--- config.mk ---
export PLATFORM = sky130hd
export DESIGN_NAME = pixel_neighbour_enumerator
export DESIGN_NICKNAME = d
export VERILOG_FILES = /design/src/sv/pne_pkg.sv /design/src/sv/pne_emitter.sv /design/src/sv/pixel_neighbour_enumerator.sv
export VERILOG_INCLUDE_DIRS = /design/src /design/src/sv
export SDC_FILE = /design/constraint.sdc
export NUM_CORES = 1
export LEC_CHECK = 0
export BUFFER_PORTS_ARGS = -buffer_cell sky130_fd_sc_hd__buf_2
export CAP_MARGIN = 20
export CORE_ASPECT_RATIO = 0.8
export CORE_MARGIN = 2
export CORE_UTILIZATION = 58
export DETAILED_ROUTE_END_ITERATION = 16
export PLACE_DENSITY = 0.8
export SYNTH_ARGS = -nofsm -noshare
export SYNTH_HDL_FRONTEND = slang
export SYNTH_SLANG_ARGS = --single-unit
--- constraint.sdc ---
create_clock -name clk_i -period 9 [get_ports clk_i]
set_input_delay 0.9 -clock clk_i [delete_from_list [all_inputs] [get_ports clk_i]]
set_output_delay 0.9 -clock clk_i [all_outputs]
set_load 0.01 [all_outputs]
--- src/sv/pixel_neighbour_enumerator_defines.svh ---
// ----------------------------------------------------------------------------
// pixel_neighbour_enumerator_defines.svh
// Assertion macros for the neighbour enumerator RTL.
// ----------------------------------------------------------------------------
`ifndef PIXEL_NEIGHBOUR_ENUMERATOR_DEFINES_SVH
`define PIXEL_NEIGHBOUR_ENUMERATOR_DEFINES_SVH

`ifndef ASSERT_OFF
// antecedent in a cycle implies consequent in the same cycle
`define ASSERT_IMPLY(label, clk, rst_n, ante, cons) \
  label: assert property (@(posedge clk) disable iff (!rst_n) (ante) |-> (cons)) \
    else $error("assertion failed");
// antecedent in a cycle implies consequent in the next cycle
`define ASSERT_NEXT(label, clk, rst_n, ante, cons) \
  label: assert property (@(posedge clk) disable iff (!rst_n) (ante) |=> (cons)) \
    else $error("assertion failed");
`else
`define ASSERT_IMPLY(label, clk, rst_n, ante, cons)
`define ASSERT_NEXT(label, clk, rst_n, ante, cons)
`endif

`endif

--- src/sv/pne_pkg.sv ---
// ----------------------------------------------------------------------------
// pne_pkg
// Types, codes and helpers for the pixel neighbour enumerator.
// ----------------------------------------------------------------------------
package pne_pkg;

  // configuration register index
  typedef enum logic [1:0] {
    REG_CHIPS_PER_SENSOR = 2'd0,
    REG_COLUMNS_PER_CHIP = 2'd1,
    REG_ROWS_PER_CHIP    = 2'd2
  } reg_idx_e;

  // neighbour slots in emission order
  typedef enum logic [2:0] {
    SLOT_BELOW       = 3'd0,
    SLOT_ABOVE       = 3'd1,
    SLOT_LEFT        = 3'd2,
    SLOT_LEFT_BELOW  = 3'd3,
    SLOT_LEFT_ABOVE  = 3'd4,
    SLOT_RIGHT       = 3'd5,
    SLOT_RIGHT_BELOW = 3'd6,
    SLOT_RIGHT_ABOVE = 3'd7
  } nbr_slot_e;

  localparam int unsigned NUM_SLOTS = 8;

  // one seed with all candidate neighbour coordinates resolved
  typedef struct packed {
    logic [5:0]           module_id;
    logic [5:0]           chip_id;
    logic [7:0]           column;
    logic [7:0]           row_dn;
    logic [7:0]           row_ctr;
    logic [7:0]           row_up;
    logic [5:0]           chip_l;
    logic [7:0]           col_l;
    logic [5:0]           chip_r;
    logic [7:0]           col_r;
    logic [NUM_SLOTS-1:0] mask;
  } nbr_item_t;

  // one restoring step of chip modulo chips-per-sensor
  function automatic logic [4:0] mod_step(input logic [4:0] rem, input logic din,
                                          input logic [4:0] nchips);
    logic [5:0] t;
    t = {rem, din};
    if (t >= {1'b0, nchips}) begin
      t = t - {1'b0, nchips};
    end
    return t[4:0];
  endfunction

endpackage

--- src/sv/pne_emitter.sv ---
// ----------------------------------------------------------------------------
// pne_emitter
// Holds one resolved seed and sends its existing neighbours, marking the final
// one, through an output register one word per cycle while m_axis is ready.
// ----------------------------------------------------------------------------
module pne_emitter
  import pne_pkg::*;
(
  input  logic        clk_i,
  input  logic        rst_ni,
  input  logic        load_valid_i,
  output logic        load_ready_o,
  input  nbr_item_t   item_i,
  output logic        m_axis_tvalid,
  input  logic        m_axis_tready,
  // [5:0] neighbour_module, [11:6] neighbour_chip, [19:12] neighbour_column,
  // [27:20] neighbour_row, [31:28] zero
  output logic [31:0] m_axis_tdata,
  output logic        m_axis_tlast
);

  logic                 em_valid_q, em_valid_d;
  nbr_item_t            em_item_q, em_item_d;
  logic                 out_valid_q, out_valid_d;
  logic [27:0]          out_data_q, out_data_d;
  logic                 out_last_q, out_last_d;
  logic                 out_free, fire;
  nbr_slot_e            sel;
  logic [NUM_SLOTS-1:0] onehot, rest;
  logic [5:0]           sel_chip;
  logic [7:0]           sel_col, sel_row;

  assign out_free = !out_valid_q || m_axis_tready;
  assign fire     = em_valid_q && out_free;

  // lowest pending slot goes next
  always_comb begin
    sel = SLOT_RIGHT_ABOVE;
    for (int i = NUM_SLOTS - 1; i >= 0; i--) begin
      if (em_item_q.mask[i]) begin
        sel = nbr_slot_e'(3'(i));
      end
    end
  end

  assign onehot = NUM_SLOTS'(1) << sel;
  assign rest   = em_item_q.mask & ~onehot;
  assign load_ready_o = !em_valid_q || (fire && (rest == '0));

  always_comb begin
    unique case (sel)
      SLOT_BELOW: begin
        sel_chip = em_item_q.chip_id; sel_col = em_item_q.column; sel_row = em_item_q.row_dn;
      end
      SLOT_ABOVE: begin
        sel_chip = em_item_q.chip_id; sel_col = em_item_q.column; sel_row = em_item_q.row_up;
      end
      SLOT_LEFT: begin
        sel_chip = em_item_q.chip_l; sel_col = em_item_q.col_l; sel_row = em_item_q.row_ctr;
      end
      SLOT_LEFT_BELOW: begin
        sel_chip = em_item_q.chip_l; sel_col = em_item_q.col_l; sel_row = em_item_q.row_dn;
      end
      SLOT_LEFT_ABOVE: begin
        sel_chip = em_item_q.chip_l; sel_col = em_item_q.col_l; sel_row = em_item_q.row_up;
      end
      SLOT_RIGHT: begin
        sel_chip = em_item_q.chip_r; sel_col = em_item_q.col_r; sel_row = em_item_q.row_ctr;
      end
      SLOT_RIGHT_BELOW: begin
        sel_chip = em_item_q.chip_r; sel_col = em_item_q.col_r; sel_row = em_item_q.row_dn;
      end
      SLOT_RIGHT_ABOVE: begin
        sel_chip = em_item_q.chip_r; sel_col = em_item_q.col_r; sel_row = em_item_q.row_up;
      end
      default: begin
        sel_chip = em_item_q.chip_id; sel_col = em_item_q.column; sel_row = em_item_q.row_ctr;
      end
    endcase
  end

  always_comb begin
    em_valid_d  = em_valid_q;
    em_item_d   = em_item_q;
    out_valid_d = out_valid_q;
    out_data_d  = out_data_q;
    out_last_d  = out_last_q;
    if (load_valid_i && load_ready_o) begin
      // a seed with no neighbours is dropped here
      em_valid_d = |item_i.mask;
      em_item_d  = item_i;
    end else if (fire) begin
      em_valid_d     = |rest;
      em_item_d.mask = rest;
    end
    if (fire) begin
      out_valid_d = 1'b1;
      out_data_d  = {sel_row, sel_col, sel_chip, em_item_q.module_id};
      out_last_d  = (rest == '0);
    end else if (m_axis_tready) begin
      out_valid_d = 1'b0;
    end
  end

  always_ff @(posedge clk_i or negedge rst_ni) begin
    if (!rst_ni) begin
      em_valid_q  <= 1'b0;
      out_valid_q <= 1'b0;
    end else begin
      em_valid_q  <= em_valid_d;
      out_valid_q <= out_valid_d;
    end
  end

  always_ff @(posedge clk_i) begin
    em_item_q  <= em_item_d;
    out_data_q <= out_data_d;
    out_last_q <= out_last_d;
  end

  assign m_axis_tvalid = out_valid_q;
  assign m_axis_tdata  = {4'b0, out_data_q};
  assign m_axis_tlast  = out_last_q;

endmodule

--- src/sv/pixel_neighbour_enumerator.sv ---
// ----------------------------------------------------------------------------
// pixel_neighbour_enumerator
// Lists the existing 8-connected neighbours of a seed pixel, crossing into
// the adjacent chip of the same sensor at a chip's first or last column.
// ----------------------------------------------------------------------------
// channel   dir  handshake                   word
// s_axis    in   tvalid/tready               module, chip, column, row
// m_axis    out  tvalid/tready, tlast        neighbour module, chip, column, row
// apb       in   psel/penable/pwrite/pready  chips, columns, rows per chip
//
// three register stages: seed and first half of chip modulo, resolved seed
// in the emitter, output register; the emitter holds a seed until the last
// of its neighbour words (0 to 8) is sent and takes the next seed only then,
// so it sets the sustained seed rate
// a stall on m_axis holds the output word and backs up the stages in order
// reset empties all stages and loads 3, 256, 256 into the registers
// ----------------------------------------------------------------------------
`include "pixel_neighbour_enumerator_defines.svh"

module pixel_neighbour_enumerator
  import pne_pkg::*;
#(
  parameter int unsigned MAX_COLUMNS = 256,
  parameter int unsigned MAX_ROWS    = 256,
  parameter int unsigned MAX_CHIPS   = 64
) (
  input  logic        clk_i,
  input  logic        rst_ni,
  input  logic        s_axis_tvalid,
  output logic        s_axis_tready,
  // [5:0] module_id, [11:6] chip_id, [19:12] column, [27:20] row_index,
  // [31:28] unused
  input  logic [31:0] s_axis_tdata,
  output logic        m_axis_tvalid,
  input  logic        m_axis_tready,
  // [5:0] neighbour_module, [11:6] neighbour_chip, [19:12] neighbour_column,
  // [27:20] neighbour_row, [31:28] zero
  output logic [31:0] m_axis_tdata,
  output logic        m_axis_tlast,
  input  logic        psel,
  input  logic        penable,
  input  logic        pwrite,
  input  logic [3:0]  paddr,
  input  logic [31:0] pwdata,
  output logic [31:0] prdata,
  output logic        pready
);

  // configuration
  logic [4:0] cps_q;
  logic [8:0] cpc_q, rpc_q;
  logic [4:0] nchips;
  logic [8:0] last_col, last_row;
  reg_idx_e   reg_idx;

  assign pready  = 1'b1;
  assign reg_idx = reg_idx_e'(paddr[3:2]);

  always_ff @(posedge clk_i or negedge rst_ni) begin
    if (!rst_ni) begin
      cps_q <= 5'd3;
      cpc_q <= 9'd256;
      rpc_q <= 9'd256;
    end else if (psel && penable && pwrite) begin
      unique case (reg_idx)
        REG_CHIPS_PER_SENSOR: cps_q <= pwdata[4:0];
        REG_COLUMNS_PER_CHIP: cpc_q <= pwdata[8:0];
        REG_ROWS_PER_CHIP:    rpc_q <= pwdata[8:0];
        default: ;
      endcase
    end
  end

  always_comb begin
    unique case (reg_idx)
      REG_CHIPS_PER_SENSOR: prdata = {27'b0, cps_q};
      REG_COLUMNS_PER_CHIP: prdata = {23'b0, cpc_q};
      REG_ROWS_PER_CHIP:    prdata = {23'b0, rpc_q};
      default:              prdata = 32'b0;
    endcase
  end

  // zero acts as one, oversized values saturate at the maximum
  always_comb begin
    if (cps_q == '0) begin
      nchips = 5'd1;
    end else if (32'(cps_q) > 32'(MAX_CHIPS)) begin
      nchips = 5'(MAX_CHIPS);
    end else begin
      nchips = cps_q;
    end
    if (cpc_q == '0) begin
      last_col = 9'd0;
    end else if (32'(cpc_q) > 32'(MAX_COLUMNS)) begin
      last_col = 9'(MAX_COLUMNS - 1);
    end else begin
      last_col = cpc_q - 9'd1;
    end
    if (rpc_q == '0) begin
      last_row = 9'd0;
    end else if (32'(rpc_q) > 32'(MAX_ROWS)) begin
      last_row = 9'(MAX_ROWS - 1);
    end else begin
      last_row = rpc_q - 9'd1;
    end
  end

  // stage a: seed, row and column flags, upper half of the modulo
  logic       a_valid_q;
  logic [5:0] a_mod_q, a_chip_q;
  logic [7:0] a_col_q, a_row_q;
  logic [4:0] a_rem_q, a_rem_d;
  logic       a_hb_q, a_ha_q, a_col_nz_q, a_col_lt_q;
  logic       a_ready, em_ready;
  logic       s_fire;
  logic [5:0] in_chip;
  logic [7:0] in_col, in_row;

  assign in_chip       = s_axis_tdata[11:6];
  assign in_col        = s_axis_tdata[19:12];
  assign in_row        = s_axis_tdata[27:20];
  assign a_ready       = !a_valid_q || em_ready;
  assign s_axis_tready = a_ready;
  assign s_fire        = s_axis_tvalid && a_ready;

  always_comb begin
    a_rem_d = '0;
    for (int i = 5; i >= 3; i--) begin
      a_rem_d = mod_step(a_rem_d, in_chip[i], nchips);
    end
  end

  always_ff @(posedge clk_i or negedge rst_ni) begin
    if (!rst_ni) begin
      a_valid_q <= 1'b0;
    end else if (a_ready) begin
      a_valid_q <= s_axis_tvalid;
    end
  end

  always_ff @(posedge clk_i) begin
    if (s_fire) begin
      a_mod_q    <= s_axis_tdata[5:0];
      a_chip_q   <= in_chip;
      a_col_q    <= in_col;
      a_row_q    <= in_row;
      a_rem_q    <= a_rem_d;
      a_hb_q     <= (in_row != '0);
      a_ha_q     <= ({1'b0, in_row} < last_row);
      a_col_nz_q <= (in_col != '0);
      a_col_lt_q <= ({1'b0, in_col} < last_col);
    end
  end

  // lower half of the modulo and side resolution
  logic [4:0] pos;
  logic       pos_last, has_l, has_r;
  nbr_item_t  item;

  always_comb begin
    pos = a_rem_q;
    for (int i = 2; i >= 0; i--) begin
      pos = mod_step(pos, a_chip_q[i], nchips);
    end
  end

  assign pos_last = ({1'b0, pos} + 6'd1) >= {1'b0, nchips};
  assign has_l    = a_col_nz_q || (pos != '0);
  assign has_r    = a_col_lt_q || !pos_last;

  always_comb begin
    item.module_id = a_mod_q;
    item.chip_id   = a_chip_q;
    item.column    = a_col_q;
    item.row_dn    = a_row_q - 8'd1;
    item.row_ctr   = a_row_q;
    item.row_up    = a_row_q + 8'd1;
    item.chip_l    = a_col_nz_q ? a_chip_q : a_chip_q - 6'd1;
    item.col_l     = a_col_nz_q ? a_col_q - 8'd1 : last_col[7:0];
    item.chip_r    = a_col_lt_q ? a_chip_q : a_chip_q + 6'd1;
    item.col_r     = a_col_lt_q ? a_col_q + 8'd1 : 8'd0;
    item.mask      = '0;
    item.mask[SLOT_BELOW]       = a_hb_q;
    item.mask[SLOT_ABOVE]       = a_ha_q;
    item.mask[SLOT_LEFT]        = has_l;
    item.mask[SLOT_LEFT_BELOW]  = has_l && a_hb_q;
    item.mask[SLOT_LEFT_ABOVE]  = has_l && a_ha_q;
    item.mask[SLOT_RIGHT]       = has_r;
    item.mask[SLOT_RIGHT_BELOW] = has_r && a_hb_q;
    item.mask[SLOT_RIGHT_ABOVE] = has_r && a_ha_q;
  end

  pne_emitter u_emitter (
    .clk_i         (clk_i),
    .rst_ni        (rst_ni),
    .load_valid_i  (a_valid_q),
    .load_ready_o  (em_ready),
    .item_i        (item),
    .m_axis_tvalid (m_axis_tvalid),
    .m_axis_tready (m_axis_tready),
    .m_axis_tdata  (m_axis_tdata),
    .m_axis_tlast  (m_axis_tlast)
  );

  // partial remainder always stays below the divisor
  `ASSERT_IMPLY(a_rem_bound, clk_i, rst_ni, a_valid_q, a_rem_q < nchips)
  // a stalled seed in stage a is held intact
  `ASSERT_NEXT(a_stall_hold, clk_i, rst_ni, a_valid_q && !em_ready,
               a_valid_q && $stable(a_chip_q) && $stable(a_rem_q) && $stable(a_row_q))
  // stage a never takes a word while it still holds one that is stuck
  `ASSERT_IMPLY(a_no_overrun, clk_i, rst_ni, a_valid_q && !em_ready, !s_axis_tready)

endmodule

==> results by group <==
Status
  • Status: completed

Finish
  • Non-filler cells, final: around 1.1k
  • Layout area overhead: 12.0%
  • Fill count: 1174
  • Proportion of layout cells with a drive suffix above 1: a little under a fifth
  • Final Instance Area: between 0.01 and 0.015 sq mm
  • Final nets: 1042

Critical path
  • Max FO, Critical Path: 11
  • CP max-delay cell: dfrtp_1
  • Worst Setup End Kind: register
  • Worst EP arrival: about 8.5 ns
  • FF-to-FF setup slack: 0.79 ns
  • Crit path top cell by count: ha_1
  • Worst Path Required: just over 9 ns
  • R2R depth: 36
  • Critical path launch point type: register
  • Critical path's largest stage delay: between 0.4 and 0.5 ns
  • Worst R2R Start: cps_q[2]
  • Worst setup path category: register to register
  • R2R Path End: u_emitter.em_item_q[7]

Global routing
  • All-layer global routing usage: roughly 22%
  • Number of global-route vias before repair: ~6.1k
  • First-pass GRT wire length: 30.4 mm
  • Initial antenna violation count: 2
  • Total grt overflow: 0
  • Largest net degree at the start of global routing: 63

Timing
  • Fin crit share: 91.2%
  • Rel. slew slack: a little over a third
  • Final worst slack: between 0.7 and 0.8 ns
  • Final hold vios: 0
  • RSZ-0062 raised after global routing: false
  • Crit path time final: 8.21 ns
  • Final Max Slew Viols: 0
  • Setup Viol. Count Final: 0
  • Fmax: 122 MHz
  • Slew @ Worst Pin: 0.961 ns
  • Final Skew: around 0.011 ns
  • Sum Neg Setup Slack: 0 ns

Power and ir drop
  • Pwr dens: ~300 mW/mm^2
  • Peak supply drop: slightly below 0.2 mV
  • Leak: approximately 4.4 nW

Flow run
  • Number of max-cap violations: 0

Placement
  • Number of I/O port buffers: 85
  • Post-DP HPWL: approximately 13 mm
  • Dpl cells: ~1.1k
  • Dpl ws: 0.778 ns
  • RD Place Congestion: approximately 0.85
  • Post-place instance area: about 0.01 sq mm

Yosys
  • Netlist cell types: 75
  • Avg Inst Size Synth: about 12 sq um
  • EDFF count, synth: around 150
  • Most common flop cell mapped by yosys: edfxtp_1
  • Yosys warns: 0
  • Syn Std Cell Area: around 0.0096 sq mm
  • Synth Instances: roughly 830
  • Post-synthesis sequential area ratio: between 50% and 60%
  • Asr flop ratio synth: 15.2%
  • FF+latch count, synth: 171

Detailed routing
  • Drt drc: 0
  • Vias: 6429
  • DR iter-0 viols: between 500 and 600
  • Routed wire length: ~19 mm
  • Drt first pass iters: 5
  • Detailed-route vias per instance: around 5.7
  • WL/cell: between 15 and 20 microns
  • Final ANT Viol Nets: 0

CTS
  • Cts hold-fix bufs: 0
  • Clk_lat worst skew: 0.43 ns
  • Cts bufs inserted: 17
  • Clock transition at path regs: ~0.07 ns
  • CTS Buffer Depth: 2
  • CTS tree: yes
  • Clk root buf: clkbuf_16
  • CTS H-Tree Depth: 4
  • Clk sink count: around 170

Hold path
  • Hold Path Stages: 0
  • Type of the tightest min-delay check: register to register
  • Hold Path Origin: a_mod_q[4]
  • Worst hold path endpoint: u_emitter.em_item_q[78]

Die
  • Ports: about 140
  • Starting Density: ~60%
  • Die Height: 119 microns
  • Die ar.: 0.0175 sq mm
  • # rows: 41
  • Chip width: about 150 microns
  • Core area: around 0.016 sq mm
-- kinds of logic after synthesis --
group,Yosys count,synth area share (%)
muxes,53,5.86
DFF,171,52.4
adders and majority gates,68,9.13
other,2,0.0785
buffers and inverters,99,5.18
AOI/OAI and AO/OA,150,10.5
xor gates and xnor gates,58,5.31
and+or+nand+nor,225,11.6
-- worst max-delay path by stage --
stage / from / end / depth (start not counted)
6_report: cps_q[2] / u_emitter.em_item_q[7] / 36
5_1_grt: cps_q[2] / u_emitter.em_item_q[6] / 36
4_1_cts: cps_q[2] / u_emitter.em_item_q[7] / 36
3_3_place_gp: cps_q[2] / u_emitter.em_item_q[7] / 36
3_5_place_dp: cps_q[4] / u_emitter.em_item_q[7] / 36
2_1_floorplan: cps_q[2] / u_emitter.em_item_q[5] / 38
-- registers in the layout, indices dropped and copies added (netlist names) --
| signal | count |
|---|---|
| u_emitter.out_data_q | 28 |
| a_mod_q | 6 |
| a_chip_q | 6 |
| u_emitter.m_axis_tlast | 1 |
| u_emitter.m_axis_tvalid | 1 |
| a_ha_q | 1 |
| a_col_q | 8 |
| u_emitter.em_item_q | 79 |
| a_valid_q | 1 |
| cpc_q | 9 |
| a_hb_q | 1 |
| u_emitter.em_valid_q | 1 |
| a_col_lt_q | 1 |
| cps_q | 5 |
| a_row_q | 8 |
| a_col_nz_q | 1 |
| a_rem_q | 5 |
| rpc_q | 9 |
-- critical path, delay by kind of cell (launching register included) --
kind	cells	cell delay, ns
buffers and inverters	3	0.37
AND/OR/NAND/NOR	13	2.19
XOR/XNOR	1	0.15
adder cells (fa/ha/maj)	6	1.83
multiplexers	3	0.73
AO/OA/AOI/OAI	10	2.36
flip-flops	1	0.44
-- synth_stat cells (all sizes together) (3+ instances only) --
library cell	count	area share, %
xnor2	31	2.8
nand3	15	0.78
o21ai	48	2.5
edfxtp	145	46
o21a	6	0.47
nor3	14	0.73
a21oi	34	1.8
nand4b	3	0.27
dfstp	4	1.1
nand2	83	3.3
nand4	6	0.39
nand2b	10	0.65
a31o	3	0.27
nor2	36	1.4
xor2	27	2.5
mux2	24	2.8
a22o	4	0.37
mux2i	29	3.0
a22oi	8	0.63
o311ai	4	0.44
or3	8	0.52
clkbuf	21	0.82
nor4	11	0.78
o31ai	5	0.50
and3	6	0.41
fa	5	1.0
inv	44	1.7
buf	34	2.6
nor3b	4	0.31
dfrtp	22	5.8
or2	5	0.35
a21o	12	0.95
maj3	6	0.63
a21boi	3	0.27
a211oi	6	0.65
ha	57	7.5
and2	11	0.72
nor2b	7	0.46
-- stage by stage --
stage	hold slack [ns]	total power [W]	utilization (%)
floorplan	0.400	0.00222	-
detailed placement	0.406	0.00250	63.1
finish	0.422	0.00327	67.2
CTS	0.424	0.00326	67.1
global placement	0.402	0.00245	63.1
global route	0.432	0.00350	67.2
-- power by group --
part | leakage, nW | switching (W) | internal (W) | total, W
logic | 2.43 | 0.000815 | 0.000626 | 0.00144
clock network | 0.306 | 0.000364 | 0.000386 | 0.000750
registers | 1.64 | 0.0000850 | 0.000992 | 0.00108
-- metal layers --
| metal | vias to the layer above | GRT usage, % | share of wire, % |
|---|---|---|---|
| met5 | - | 0 | 0 |
| met4 | 0 | 6.85 | 1.3 |
| met3 | 15 | 4.56 | 6.0 |
| met2 | 205 | 34.1 | 46 |
| met1 | 3080 | 31.8 | 47 |
| li1 | 3129 | - | - |
-- cells in the final DEF (no fill, tap or decap), drive strengths merged, types with 7 or more instances in the layout --
| master | instances |
|---|---|
| edfxtp | 145 |
| buf | 89 |
| nand2 | 83 |
| ha | 57 |
| inv | 51 |
| o21ai | 48 |
| nor2 | 36 |
| a21oi | 34 |
| xnor2 | 31 |
| mux2i | 29 |
| conb | 28 |
| xor2 | 27 |
| mux2 | 24 |
| dfrtp | 22 |
| clkbuf | 17 |
| nand3 | 15 |
| nor3 | 14 |
| a21o | 12 |
| nor4 | 11 |
| and2 | 11 |
| nand2b | 10 |
| or3 | 8 |
| a22oi | 8 |
| clkinv | 8 |
| nor2b | 7 |
-- repair_timing --
item,4_1_cts,5_1_grt
gates resized for setup,0,2
endpoints found under the setup margin,0,4
hold endpoints to repair,0,0
setup buffers,0,0
-- cell type report --
| cell class | count | area, sq um | share of cell area, % |
|---|---|---|---|
| clock buffers | 17 | 425 | 3.97 |
| well taps | 215 | 269 | 2.51 |
| repair buffers | 89 | 455 | 4.25 |
| clock inverters | 15 | 214 | 2.00 |
| inverters | 44 | 165 | 1.54 |
| diodes | 2 | 5.00 | 0.0467 |
| flip-flops and latches | 171 | 5010 | 46.8 |
| multi-input cells | 582 | 4170 | 38.9 |
No activity file was read; power rests on OpenSTA's default activity.
